## src/design/dtp_pkg.sv

```systemverilog
// Package for the decimal triple parser: widths, beat types, character and error codes.
// Also holds the decimal scale table and the reciprocal constants for the fraction.
// No dependencies.
`timescale 1ns / 1ps

package dtp_pkg;

    localparam int INT_BITS    = 24;
    localparam int FRAC_BITS   = 16;
    localparam int FRAC_DIGITS = 6;

    localparam int VALUE_W = 40;

    localparam longint POW_D      = 64'd10 ** FRAC_DIGITS;
    localparam int     FRAC_W     = $clog2(POW_D);
    localparam int     FRAC_CNT_W = $clog2(FRAC_DIGITS + 1);

    // The scaled fraction f * 2^FRAC_BITS / 10^FRAC_DIGITS equals
    // f * 2^FRAC_SHIFT / 5^FRAC_DIGITS. The divisor is odd, so rounding half up
    // becomes a bias of (5^FRAC_DIGITS - 1) / 2 ahead of a floor division,
    // which is done by a multiply with a rounded-up reciprocal.
    localparam longint FIVE_POW    = 64'd5 ** FRAC_DIGITS;
    localparam int     FRAC_SHIFT  = FRAC_BITS - FRAC_DIGITS;
    localparam int     RND_W       = FRAC_W + FRAC_SHIFT + 1;
    localparam int     RECIP_SHIFT = RND_W + $clog2(FIVE_POW);
    localparam int     RECIP_W     = RND_W + 1;
    localparam int     PROD_W      = RND_W + RECIP_W;

    localparam logic [RECIP_W-1:0] RECIP_MUL =
        RECIP_W'(((64'd1 << RECIP_SHIFT) + FIVE_POW - 64'd1) / FIVE_POW);
    localparam logic [RND_W-1:0]   RND_BIAS  = RND_W'((FIVE_POW - 64'd1) / 64'd2);

    localparam int MAG_W  = INT_BITS + FRAC_BITS + 1;
    localparam int CALC_W = (MAG_W > VALUE_W) ? MAG_W : VALUE_W;

    localparam logic [MAG_W-1:0] MAG_HALF = {2'b01, {(INT_BITS + FRAC_BITS - 1){1'b0}}};

    localparam logic [7:0] CH_NUL   = 8'd0;
    localparam logic [7:0] CH_TAB   = 8'd9;
    localparam logic [7:0] CH_CR    = 8'd13;
    localparam logic [7:0] CH_SPACE = 8'd32;
    localparam logic [7:0] CH_COMMA = 8'd44;
    localparam logic [7:0] CH_MINUS = 8'd45;
    localparam logic [7:0] CH_DOT   = 8'd46;
    localparam logic [7:0] CH_ZERO  = 8'd48;
    localparam logic [7:0] CH_NINE  = 8'd57;

    localparam logic [1:0] ERR_NONE  = 2'd0;
    localparam logic [1:0] ERR_FEW   = 2'd1;
    localparam logic [1:0] ERR_CHAR  = 2'd2;
    localparam logic [1:0] ERR_EXTRA = 2'd3;

    typedef logic [FRAC_W-1:0]     t_frac;
    typedef logic [FRAC_CNT_W-1:0] t_fcnt;
    typedef logic [FRAC_BITS:0]    t_fr;

    typedef struct packed {
        logic [7:0] text_byte;
        logic       start_req;
    } t_in_beat;

    typedef struct packed {
        logic signed [VALUE_W-1:0] value;
        logic [1:0]                index;
        logic                      last;
        logic [1:0]                error;
    } t_out_beat;

    typedef struct packed {
        logic                zero_val;
        logic                negative;
        logic [INT_BITS-1:0] int_acc;
        logic [1:0]          index;
        logic                last;
        logic [1:0]          error;
    } t_side;

    typedef logic [FRAC_DIGITS:0][FRAC_W-1:0] t_scale_tab;

    function automatic t_scale_tab build_scale_tab();
        t_scale_tab tab;
        longint     p;
        p = 1;
        for (int k = FRAC_DIGITS; k >= 0; k--) begin
            tab[k] = FRAC_W'(p);
            p = p * 10;
        end
        return tab;
    endfunction

    localparam t_scale_tab SCALE_TAB = build_scale_tab();

endpackage

```

## src/design/dtp_fsm.sv

```systemverilog
// Character parser of the decimal triple parser: phase, number state and accumulators.
// Registers each produced result, with the raw number fields, for the value pipeline.
// Depends on dtp_pkg.
`timescale 1ns / 1ps

module dtp_fsm import dtp_pkg::*; (
    input  logic     i_clk,
    input  logic     i_rst_n,
    input  logic     i_en,
    input  logic     i_accept,
    input  t_in_beat i_beat,
    input  logic     i_mode,
    output logic     o_valid,
    output t_side    o_side,
    output t_frac    o_frac_acc,
    output t_fcnt    o_frac_cnt
);

    localparam logic [2:0] PH_SKIP  = 3'd0;
    localparam logic [2:0] PH_START = 3'd1;
    localparam logic [2:0] PH_SIGN  = 3'd2;
    localparam logic [2:0] PH_INT   = 3'd3;
    localparam logic [2:0] PH_DOT   = 3'd4;
    localparam logic [2:0] PH_FRAC  = 3'd5;
    localparam logic [2:0] PH_SEP   = 3'd6;
    localparam logic [2:0] PH_DONE  = 3'd7;

    typedef struct packed {
        logic                negative;
        logic [INT_BITS-1:0] int_acc;
        t_frac               frac_acc;
        t_fcnt               frac_cnt;
        logic                stopped;
    } t_num;

    typedef struct packed {
        logic [2:0] phase;
        t_num       num;
    } t_feed;

    localparam t_num NUM_CLEAR = '0;

    logic [2:0] r_phase, n_phase;
    logic [1:0] r_num_idx, n_num_idx;
    t_num       r_num, n_num;
    logic       r_s0_valid;
    t_side      r_s0_side;
    t_frac      r_s0_frac;
    t_fcnt      r_s0_cnt;

    logic [2:0] cur_phase;
    logic [1:0] cur_idx;
    t_num       cur_num;
    t_feed      fed_start, fed_cont;
    logic       emit, zero_val, e_last;
    logic [1:0] e_idx, e_err;
    logic [7:0] c;

    function automatic logic is_digit(logic [7:0] ch);
        return (ch >= CH_ZERO) && (ch <= CH_NINE);
    endfunction

    function automatic logic is_space(logic [7:0] ch);
        return ch inside {[CH_TAB:CH_CR], CH_SPACE};
    endfunction

    function automatic logic is_end(logic [7:0] ch);
        return (ch == CH_NUL) || is_space(ch);
    endfunction

    function automatic logic is_tok(logic [7:0] ch, logic mode);
        return is_digit(ch) || (!mode && ((ch == CH_MINUS) || (ch == CH_DOT)));
    endfunction

    function automatic t_feed feed_token(logic [2:0] ph, t_num num, logic [7:0] ch);
        t_feed                 r;
        logic [INT_BITS+3:0]   iext;
        logic [FRAC_W+3:0]     fext;
        r.phase = ph;
        r.num   = num;
        iext    = {4'b0, num.int_acc};
        fext    = {4'b0, num.frac_acc};
        if (!num.stopped) begin
            if (is_digit(ch)) begin
                if ((ph == PH_DOT) || (ph == PH_FRAC)) begin
                    if (num.frac_cnt < FRAC_CNT_W'(FRAC_DIGITS)) begin
                        fext = (fext << 3) + (fext << 1) + (FRAC_W + 4)'(ch[3:0]);
                        r.num.frac_acc = fext[FRAC_W-1:0];
                        r.num.frac_cnt = num.frac_cnt + 1'b1;
                    end
                    r.phase = PH_FRAC;
                end else begin
                    iext = (iext << 3) + (iext << 1) + (INT_BITS + 4)'(ch[3:0]);
                    if (iext[INT_BITS+3:INT_BITS] != 4'd0) begin
                        r.num.int_acc = '1;
                    end else begin
                        r.num.int_acc = iext[INT_BITS-1:0];
                    end
                    r.phase = PH_INT;
                end
            end else if (ch == CH_MINUS) begin
                if (ph == PH_START) begin
                    r.num.negative = 1'b1;
                    r.phase        = PH_SIGN;
                end else begin
                    if (ph == PH_SIGN) begin
                        r.num.negative = 1'b0;
                    end
                    r.num.stopped = 1'b1;
                end
            end else begin
                if ((ph == PH_START) || (ph == PH_SIGN) || (ph == PH_INT)) begin
                    r.phase = PH_DOT;
                end else begin
                    r.num.stopped = 1'b1;
                end
            end
        end
        return r;
    endfunction

    always_comb begin
        c         = i_beat.text_byte;
        cur_phase = i_beat.start_req ? PH_SKIP : r_phase;
        cur_idx   = i_beat.start_req ? 2'd0 : r_num_idx;
        cur_num   = i_beat.start_req ? NUM_CLEAR : r_num;
        fed_start = feed_token(PH_START, NUM_CLEAR, c);
        fed_cont  = feed_token(cur_phase, cur_num, c);
        n_phase   = cur_phase;
        n_num_idx = cur_idx;
        n_num     = cur_num;
        emit      = 1'b0;
        zero_val  = 1'b0;
        e_idx     = cur_idx;
        e_last    = 1'b0;
        e_err     = ERR_NONE;
        case (cur_phase)
            PH_DONE: begin
            end
            PH_SKIP: begin
                if (is_space(c) || (i_mode && (c == CH_COMMA))) begin
                end else if (c == CH_NUL) begin
                    emit     = 1'b1;
                    zero_val = 1'b1;
                    e_idx    = 2'd0;
                    e_last   = 1'b1;
                    e_err    = ERR_FEW;
                end else if (is_tok(c, i_mode)) begin
                    n_phase = fed_start.phase;
                    n_num   = fed_start.num;
                end else begin
                    emit     = 1'b1;
                    zero_val = 1'b1;
                    e_idx    = 2'd0;
                    e_last   = 1'b1;
                    e_err    = ERR_CHAR;
                end
            end
            PH_SEP: begin
                if (cur_idx == 2'd3) begin
                    emit   = 1'b1;
                    e_idx  = 2'd2;
                    e_last = 1'b1;
                    e_err  = is_tok(c, i_mode) ? ERR_EXTRA : ERR_NONE;
                end else if (is_tok(c, i_mode)) begin
                    n_phase = fed_start.phase;
                    n_num   = fed_start.num;
                end else begin
                    emit     = 1'b1;
                    zero_val = 1'b1;
                    e_last   = 1'b1;
                    e_err    = is_end(c) ? ERR_FEW : ERR_CHAR;
                end
            end
            default: begin
                if (is_tok(c, i_mode)) begin
                    n_phase = fed_cont.phase;
                    n_num   = fed_cont.num;
                end else if (is_end(c)) begin
                    emit   = 1'b1;
                    e_last = 1'b1;
                    e_err  = (cur_idx == 2'd2) ? ERR_NONE : ERR_FEW;
                end else if (i_mode && (c != CH_COMMA)) begin
                    emit   = 1'b1;
                    e_last = 1'b1;
                    e_err  = (cur_idx == 2'd2) ? ERR_NONE : ERR_CHAR;
                end else begin
                    n_num_idx = cur_idx + 2'd1;
                    n_phase   = PH_SEP;
                    emit      = (cur_idx != 2'd2);
                end
            end
        endcase
        if (emit && e_last) begin
            n_phase = PH_DONE;
        end
    end

    always_ff @(posedge i_clk) begin
        if (!i_rst_n) begin
            r_phase    <= PH_SKIP;
            r_num_idx  <= 2'd0;
            r_num      <= NUM_CLEAR;
            r_s0_valid <= 1'b0;
        end else begin
            if (i_accept) begin
                r_phase   <= n_phase;
                r_num_idx <= n_num_idx;
                r_num     <= n_num;
            end
            if (i_en) begin
                r_s0_valid <= i_accept && emit;
            end
        end
    end

    always_ff @(posedge i_clk) begin
        if (i_en) begin
            r_s0_side.zero_val <= zero_val;
            r_s0_side.negative <= cur_num.negative;
            r_s0_side.int_acc  <= cur_num.int_acc;
            r_s0_side.index    <= e_idx;
            r_s0_side.last     <= e_last;
            r_s0_side.error    <= e_err;
            r_s0_frac          <= cur_num.frac_acc;
            r_s0_cnt           <= cur_num.frac_cnt;
        end
    end

    assign o_valid    = r_s0_valid;
    assign o_side     = r_s0_side;
    assign o_frac_acc = r_s0_frac;
    assign o_frac_cnt = r_s0_cnt;

endmodule

```

## src/design/dtp_div_stage.sv

```systemverilog
// One registered stage that turns the normalized decimal fraction into rounded binary
// fraction bits by a reciprocal multiply, with the side fields carried along.
// Depends on dtp_pkg.
`timescale 1ns / 1ps

module dtp_div_stage import dtp_pkg::*; (
    input  logic  i_clk,
    input  logic  i_rst_n,
    input  logic  i_en,
    input  logic  i_valid,
    input  t_side i_side,
    input  t_frac i_frac,
    output logic  o_valid,
    output t_side o_side,
    output t_fr   o_fr
);

    logic              r_valid;
    t_side             r_side;
    t_fr               r_fr, n_fr;
    logic [RND_W-1:0]  num;
    logic [PROD_W-1:0] prod;

    always_comb begin
        num  = (RND_W'(i_frac) << FRAC_SHIFT) + RND_BIAS;
        prod = {{RECIP_W{1'b0}}, num} * {{RND_W{1'b0}}, RECIP_MUL};
        n_fr = prod[RECIP_SHIFT +: FRAC_BITS + 1];
    end

    always_ff @(posedge i_clk) begin
        if (!i_rst_n) begin
            r_valid <= 1'b0;
        end else if (i_en) begin
            r_valid <= i_valid;
        end
    end

    always_ff @(posedge i_clk) begin
        if (i_en) begin
            r_side <= i_side;
            r_fr   <= n_fr;
        end
    end

    assign o_valid = r_valid;
    assign o_side  = r_side;
    assign o_fr    = r_fr;

endmodule

```

## src/design/dtp_value_pipe.sv

```systemverilog
// Value pipeline: fraction normalization multiply, reciprocal divide stage, and the final
// fixed-point assembly with saturation, sign and mode selection into the output register.
// Depends on dtp_pkg and dtp_div_stage.
`timescale 1ns / 1ps

module dtp_value_pipe import dtp_pkg::*; (
    input  logic      i_clk,
    input  logic      i_rst_n,
    input  logic      i_en,
    input  logic      i_mode,
    input  logic      i_valid,
    input  t_side     i_side,
    input  t_frac     i_frac_acc,
    input  t_fcnt     i_frac_cnt,
    output logic      o_valid,
    output t_out_beat o_beat
);

    logic      r_s1_valid;
    t_side     r_s1_side;
    t_frac     r_s1_frac;
    logic      r_out_valid;
    t_out_beat r_out_beat;

    logic [2*FRAC_W-1:0] prod;

    logic  d_valid;
    t_side d_side;
    t_fr   d_fr;

    logic [MAG_W-1:0]  mag_raw, mag, pos;
    logic [CALC_W-1:0] val;
    t_side             fs;

    assign prod = {{FRAC_W{1'b0}}, i_frac_acc} * {{FRAC_W{1'b0}}, SCALE_TAB[i_frac_cnt]};

    always_ff @(posedge i_clk) begin
        if (!i_rst_n) begin
            r_s1_valid <= 1'b0;
        end else if (i_en) begin
            r_s1_valid <= i_valid;
        end
    end

    always_ff @(posedge i_clk) begin
        if (i_en) begin
            r_s1_side <= i_side;
            r_s1_frac <= prod[FRAC_W-1:0];
        end
    end

    dtp_div_stage u_div (
        .i_clk   (i_clk),
        .i_rst_n (i_rst_n),
        .i_en    (i_en),
        .i_valid (r_s1_valid),
        .i_side  (r_s1_side),
        .i_frac  (r_s1_frac),
        .o_valid (d_valid),
        .o_side  (d_side),
        .o_fr    (d_fr)
    );

    always_comb begin
        fs      = d_side;
        mag_raw = {1'b0, fs.int_acc, {FRAC_BITS{1'b0}}} + MAG_W'(d_fr);
        if (fs.int_acc[INT_BITS-1] || (mag_raw > MAG_HALF)) begin
            mag = MAG_HALF;
        end else begin
            mag = mag_raw;
        end
        pos = (mag == MAG_HALF) ? (MAG_HALF - MAG_W'(1)) : mag;
        if (fs.zero_val) begin
            val = '0;
        end else if (i_mode) begin
            val = CALC_W'(fs.int_acc);
        end else if (fs.negative) begin
            val = CALC_W'(0) - CALC_W'(mag);
        end else begin
            val = CALC_W'(pos);
        end
    end

    always_ff @(posedge i_clk) begin
        if (!i_rst_n) begin
            r_out_valid <= 1'b0;
        end else if (i_en) begin
            r_out_valid <= d_valid;
        end
    end

    always_ff @(posedge i_clk) begin
        if (i_en) begin
            r_out_beat.value <= val[VALUE_W-1:0];
            r_out_beat.index <= fs.index;
            r_out_beat.last  <= fs.last;
            r_out_beat.error <= fs.error;
        end
    end

    assign o_valid = r_out_valid;
    assign o_beat  = r_out_beat;

endmodule

```

## src/design/decimal_triple_parser_unit.sv

```systemverilog
// Top level of the decimal triple parser: handshakes, mode register, parser and value pipeline.
// Depends on dtp_pkg, dtp_fsm and dtp_value_pipe.
//
//   Channel   Direction   Handshake                 Beat
//   in        input       i_in_valid / o_in_ready   t_in_beat  (text_byte, start_req)
//   out       output      o_out_valid / i_out_ready t_out_beat (value, index, last, error)
//   cfg       input       i_cfg_we                  i_cfg_data (mode)
//
// One byte is taken per cycle while the output is not stalled; its result passes through
// the four register stages: parser, fraction scaling, reciprocal divide
// and output.
// All pipeline stages advance together; when the output register holds a beat that is
// not taken, the whole pipeline and the input stall.
// Reset is synchronous and clears the parser state, the valid bits and the mode.
`timescale 1ns / 1ps

module decimal_triple_parser_unit import dtp_pkg::*; (
    input  logic      i_clk,
    input  logic      i_rst_n,
    input  logic      i_in_valid,
    output logic      o_in_ready,
    input  t_in_beat  i_in_data,
    output logic      o_out_valid,
    input  logic      i_out_ready,
    output t_out_beat o_out_data,
    input  logic      i_cfg_we,
    input  logic      i_cfg_data
);

    logic  r_mode;
    logic  en, accept;
    logic  s0_valid;
    t_side s0_side;
    t_frac s0_frac;
    t_fcnt s0_cnt;

    always_ff @(posedge i_clk) begin
        if (!i_rst_n) begin
            r_mode <= 1'b0;
        end else if (i_cfg_we) begin
            r_mode <= i_cfg_data;
        end
    end

    assign en         = !o_out_valid || i_out_ready;
    assign accept     = i_in_valid && en;
    assign o_in_ready = en;

    dtp_fsm u_fsm (
        .i_clk      (i_clk),
        .i_rst_n    (i_rst_n),
        .i_en       (en),
        .i_accept   (accept),
        .i_beat     (i_in_data),
        .i_mode     (r_mode),
        .o_valid    (s0_valid),
        .o_side     (s0_side),
        .o_frac_acc (s0_frac),
        .o_frac_cnt (s0_cnt)
    );

    dtp_value_pipe u_value (
        .i_clk      (i_clk),
        .i_rst_n    (i_rst_n),
        .i_en       (en),
        .i_mode     (r_mode),
        .i_valid    (s0_valid),
        .i_side     (s0_side),
        .i_frac_acc (s0_frac),
        .i_frac_cnt (s0_cnt),
        .o_valid    (o_out_valid),
        .o_beat     (o_out_data)
    );

    a_mid_ok: assert property (@(posedge i_clk) disable iff (!i_rst_n)
        (o_out_valid && !o_out_data.last) |-> (o_out_data.error == ERR_NONE))
        else $error("non-final beat carries an error code");

    a_index_range: assert property (@(posedge i_clk) disable iff (!i_rst_n)
        o_out_valid |-> (o_out_data.index != 2'd3))
        else $error("result index out of range");

    a_extra_third: assert property (@(posedge i_clk) disable iff (!i_rst_n)
        (o_out_valid && (o_out_data.error == ERR_EXTRA)) |->
            ((o_out_data.index == 2'd2) && o_out_data.last))
        else $error("extra-number error without a held third value");

    a_stall_freeze: assert property (@(posedge i_clk) disable iff (!i_rst_n)
        (s0_valid && !en) |=> s0_valid)
        else $error("parser result lost during output stall");

endmodule

```

## config.mk

```make
export PLATFORM = sky130hd
export DESIGN_NAME = decimal_triple_parser_unit
export DESIGN_NICKNAME = d
export VERILOG_FILES = /design/src/design/dtp_pkg.sv /design/src/design/dtp_fsm.sv /design/src/design/dtp_div_stage.sv /design/src/design/dtp_value_pipe.sv /design/src/design/decimal_triple_parser_unit.sv
export SDC_FILE = /design/constraint.sdc
export NUM_CORES = 2
export LEC_CHECK = 0
export BUFFER_PORTS_ARGS = -buffer_cell sky130_fd_sc_hd__buf_2
export CAP_MARGIN = 30
export CORE_MARGIN = 2
export CORE_UTILIZATION = 56
export DETAILED_ROUTE_END_ITERATION = 8
export PLACE_DENSITY_LB_ADDON = 0.12
export SLEW_MARGIN = 20
export SYNTH_ARGS = -nofsm -noshare
export SYNTH_HDL_FRONTEND = slang
export SYNTH_SLANG_ARGS = --single-unit
```

## constraint.sdc

```tcl
create_clock -name i_clk -period 11.54 [get_ports i_clk]
set_clock_uncertainty 0.05 [all_clocks]
set_input_delay 1.154 -clock i_clk [delete_from_list [all_inputs] [get_ports i_clk]]
set_output_delay 1.154 -clock i_clk [all_outputs]
set_load 0.005 [all_outputs]
```

==> impl_metrics.env <==
export IMPL_syn_avg_cell_area_um2=9.75
export IMPL_grt_ovfl_total=0
export IMPL_synth_xor_area_share_pct=5.15
export IMPL_synth_top_family_by_area="adder cells"
export IMPL_synth_top_area_share_pct=23.2
export IMPL_ys_seq_elements=271
export IMPL_htreeDepth=1
export IMPL_vias=23665
export IMPL_grt_max_degree=126
export IMPL_cts_made_buffers=31
export IMPL_cts_resized_gates=0
export IMPL_critPathLaunchType="register"
export IMPL_grt_pass1_vias=24147
export IMPL_viasPerCell=5.80
export IMPL_slew_violations=0
export IMPL_synthTopCellsByArea="fa_1, edfxtp_1, ha_1"
export IMPL_ys_async_sr_fraction_pct=0
export IMPL_arrival_ps=10640
export IMPL_hp_class="reg2reg"
export IMPL_synth_cell_type_count=89
export IMPL_synthAdderAreaFrac_pct=40.1
export IMPL_synth_ff_type="edfxtp_1"
export IMPL_mappedNetlistNets=4097
export IMPL_cp_slowest_cell="xnor2_1"
export IMPL_p_leak_nw=17.0
export IMPL_status="complete, no violations"
export IMPL_coreArea_um2=56400
export IMPL_critPathMaxStageDelay_ps=660
export IMPL_report_final_setup_viol=0
export IMPL_synth_simple_area_share_pct=12.5
export IMPL_cts_root_buf="clkbuf_16"
export IMPL_avgRoutedWirePerCell_um=20.6
export IMPL_grt_antenna_before_repair=0
export IMPL_fillers=4916
export IMPL_crit_path_max_fanout=14
export IMPL_antenna_cells=0
export IMPL_netlist_area_um2=32000
export IMPL_postRouteAntennaNets=0
export IMPL_holdWs_ps=354
export IMPL_grtUsageTotal_pct=28.8
export IMPL_p_switching_w=0.00186
export IMPL_synth_compound_area_share_pct=10.4
export IMPL_tns_ps=0
export IMPL_ctsHoldBuffers=0
export IMPL_ys_seq_area_share_pct=23.2
export IMPL_syn_to_final_growth_pct=6.53
export IMPL_combPwrFrac_pct=52.3
export IMPL_drc=0
export IMPL_synthCells=3279
export IMPL_io_buffer_count=61
export IMPL_swShare_pct=41.5
export IMPL_timing_max_cap_violations=0
export IMPL_worst_slew_pin_slew_ps=1030
export IMPL_clockPowerShare_pct=21.4
export IMPL_rows=87
export IMPL_p_per_area_nw_per_um2=131
export IMPL_finalNonFillerCells=4079
export IMPL_path_class="reg2reg"
export IMPL_insertion_delay_ps=600
export IMPL_hold_violations=0
export IMPL_peakVddDrop_uv=186
export IMPL_crit_required_ps=11810
export IMPL_die_w_um=243
export IMPL_ios=62
export IMPL_drt_wl_total_um=84100
export IMPL_fmax_ghz=0.0965
export IMPL_period_needed_ps=10360
export IMPL_num_nets_final=4116
export IMPL_drive_gt1_share_pct=5.36
export IMPL_slew_headroom_pct=30.9
export IMPL_fp_dieH_um=243
export IMPL_yosys_area_top_type="fa_1"
export IMPL_clock_path_buffers=3
export IMPL_die_area_um2=59000
export IMPL_cts_tree="yes"
export IMPL_internal_power_w=0.00262
export IMPL_cts_setup_buffers=0
export IMPL_rsz0062_at_grt="no"
export IMPL_clk_pin_slew_ps=60
export IMPL_yosysWarnings=0
export IMPL_start_util_pct=56.7
export IMPL_final_common_cell="inv_1"
export IMPL_synth_edf_count=198
export IMPL_critical_path_top_delay_family="adder cells"
export IMPL_gp_congestion=0.987
export IMPL_dpl_hpwl_um=67600
export IMPL_dp_cells=4019
export IMPL_end_kind="register"
export IMPL_seq_power_share_pct=26.3
export IMPL_cts_sinks=271
export IMPL_critPathBufInv=5
export IMPL_grt_pass1_wl_um=134000
export IMPL_drtIter0Drc=1930
export IMPL_crit_path_frequent_cell="fa_1"
export IMPL_first_pass_iters=5
export IMPL_layout_common_cells="inv_1, ha_1, fa_1"
export IMPL_period_share_pct=89.8
export IMPL_synth_area_mux_share_pct=0.485
==> sequential cells by signal, indices dropped and copies added (netlist names), named ones only <==
signal and count:
u_fsm.r_num 49, u_value.o_beat 45, u_fsm.o_side 31, u_value.r_s1_side 31, u_value.u_div.o_side 31, u_fsm.o_frac_acc 20, u_value.r_s1_frac 20, u_value.u_div.o_fr 17
u_fsm.o_frac_cnt 3, u_fsm.r_phase 3, u_fsm.r_num_idx 2, r_mode 1, u_fsm.o_valid 1, u_value.o_valid 1, u_value.r_s1_valid 1, u_value.u_div.o_valid 1
==> final timing paths <==
kind / start / to / slack (ps) / cells past startpoint
min: u_fsm.o_side[6] / u_value.r_s1_side[6] / 350 / 0
min reg2reg: u_fsm.o_side[6] / u_value.r_s1_side[6] / 350 / 0
max reg2reg: u_value.r_s1_frac[0] / u_value.u_div.o_fr[16] / 1180 / 27
max: u_value.r_s1_frac[0] / u_value.u_div.o_fr[16] / 1180 / 27
==> Yosys cell counts, drive strengths merged, types with 5 or more instances <==
cell     count
nand2      225
a211oi      34
or3         13
a22oi       14
a31oi       22
o311ai       6
o22ai        8
o21a        12
buf         16
xnor2      134
mux2i       11
nand2b      28
xor2        54
ha         432
nor3b        5
a2111oi      7
o31ai       11
and3        21
edfxtp     198
a211o        5
nand3b       5
or2          5
a221oi      18
dfxtp       73
and4         8
nor2b       61
o21ai      124
nor3        59
clkbuf      88
nor2       160
a21oi      147
a21o        38
nand3       53
o21bai      13
and2        98
inv        585
or4          6
nand4       25
nor4        13
fa         371
o211ai      10
==> logic make-up (layout without fill, tap and decap cells) <==
| group | Yosys count | count (layout) |
|---|---|---|
| AO/OA/AOI/OAI | 516 | 516 |
| XOR/XNOR | 188 | 188 |
| adder cells (fa/ha/maj) | 803 | 803 |
| buffers and inverters | 690 | 734 |
| flip-flops | 271 | 271 |
| multiplexers | 15 | 15 |
| AND/OR/NAND/NOR | 796 | 796 |
==> layout make-up <==
type / instances / area (um^2) / area share (%)
multi-input combinational: 2318 / 22000 / 64.5
clock buffer: 40 / 851 / 2.50
inverter: 586 / 2210 / 6.48
timing repair buffer: 90 / 541 / 1.59
clock inverter: 18 / 153 / 0.448
sequential: 271 / 7410 / 21.7
tap: 756 / 946 / 2.78
==> metal layers <==
layer | vias to the layer above | global-route usage (%) | part of all wire [%]
met1 | 11780 | 42.1 | 46
met5 | - | 0 | 0
met3 | 116 | 3.31 | 6.0
met4 | 0 | 6.55 | 2.1
li1 | 10952 | - | -
met2 | 817 | 46.1 | 46
==> power by group through the flow <==
| stage | Sequential (W) | Combinational, W | Clock (W) |
|---|---|---|---|
| after floorplan | 0.00118 | 0.00168 | 0 |
| after global placement | 0.00120 | 0.00225 | 0 |
| after detailed placement | 0.00120 | 0.00231 | 0 |
| after CTS | 0.00118 | 0.00234 | 0.000981 |
| after global routing | 0.00119 | 0.00266 | 0.00102 |
| final | 0.00118 | 0.00234 | 0.000958 |
==> stage by stage <==
stage	total power, W	util (%)	setup slack [ps]	cell area (um^2)
after global routing	0.00487	60.4	711	34100
final	0.00448	60.4	1180	34100
after CTS	0.00450	60.4	1350	34000
after global placement	0.00344	58.6	1740	33000
after detailed placement	0.00351	58.6	1430	33000
after floorplan	0.00285	-	2700	32000
Note: power is estimated with default switching activity, not from simulation.
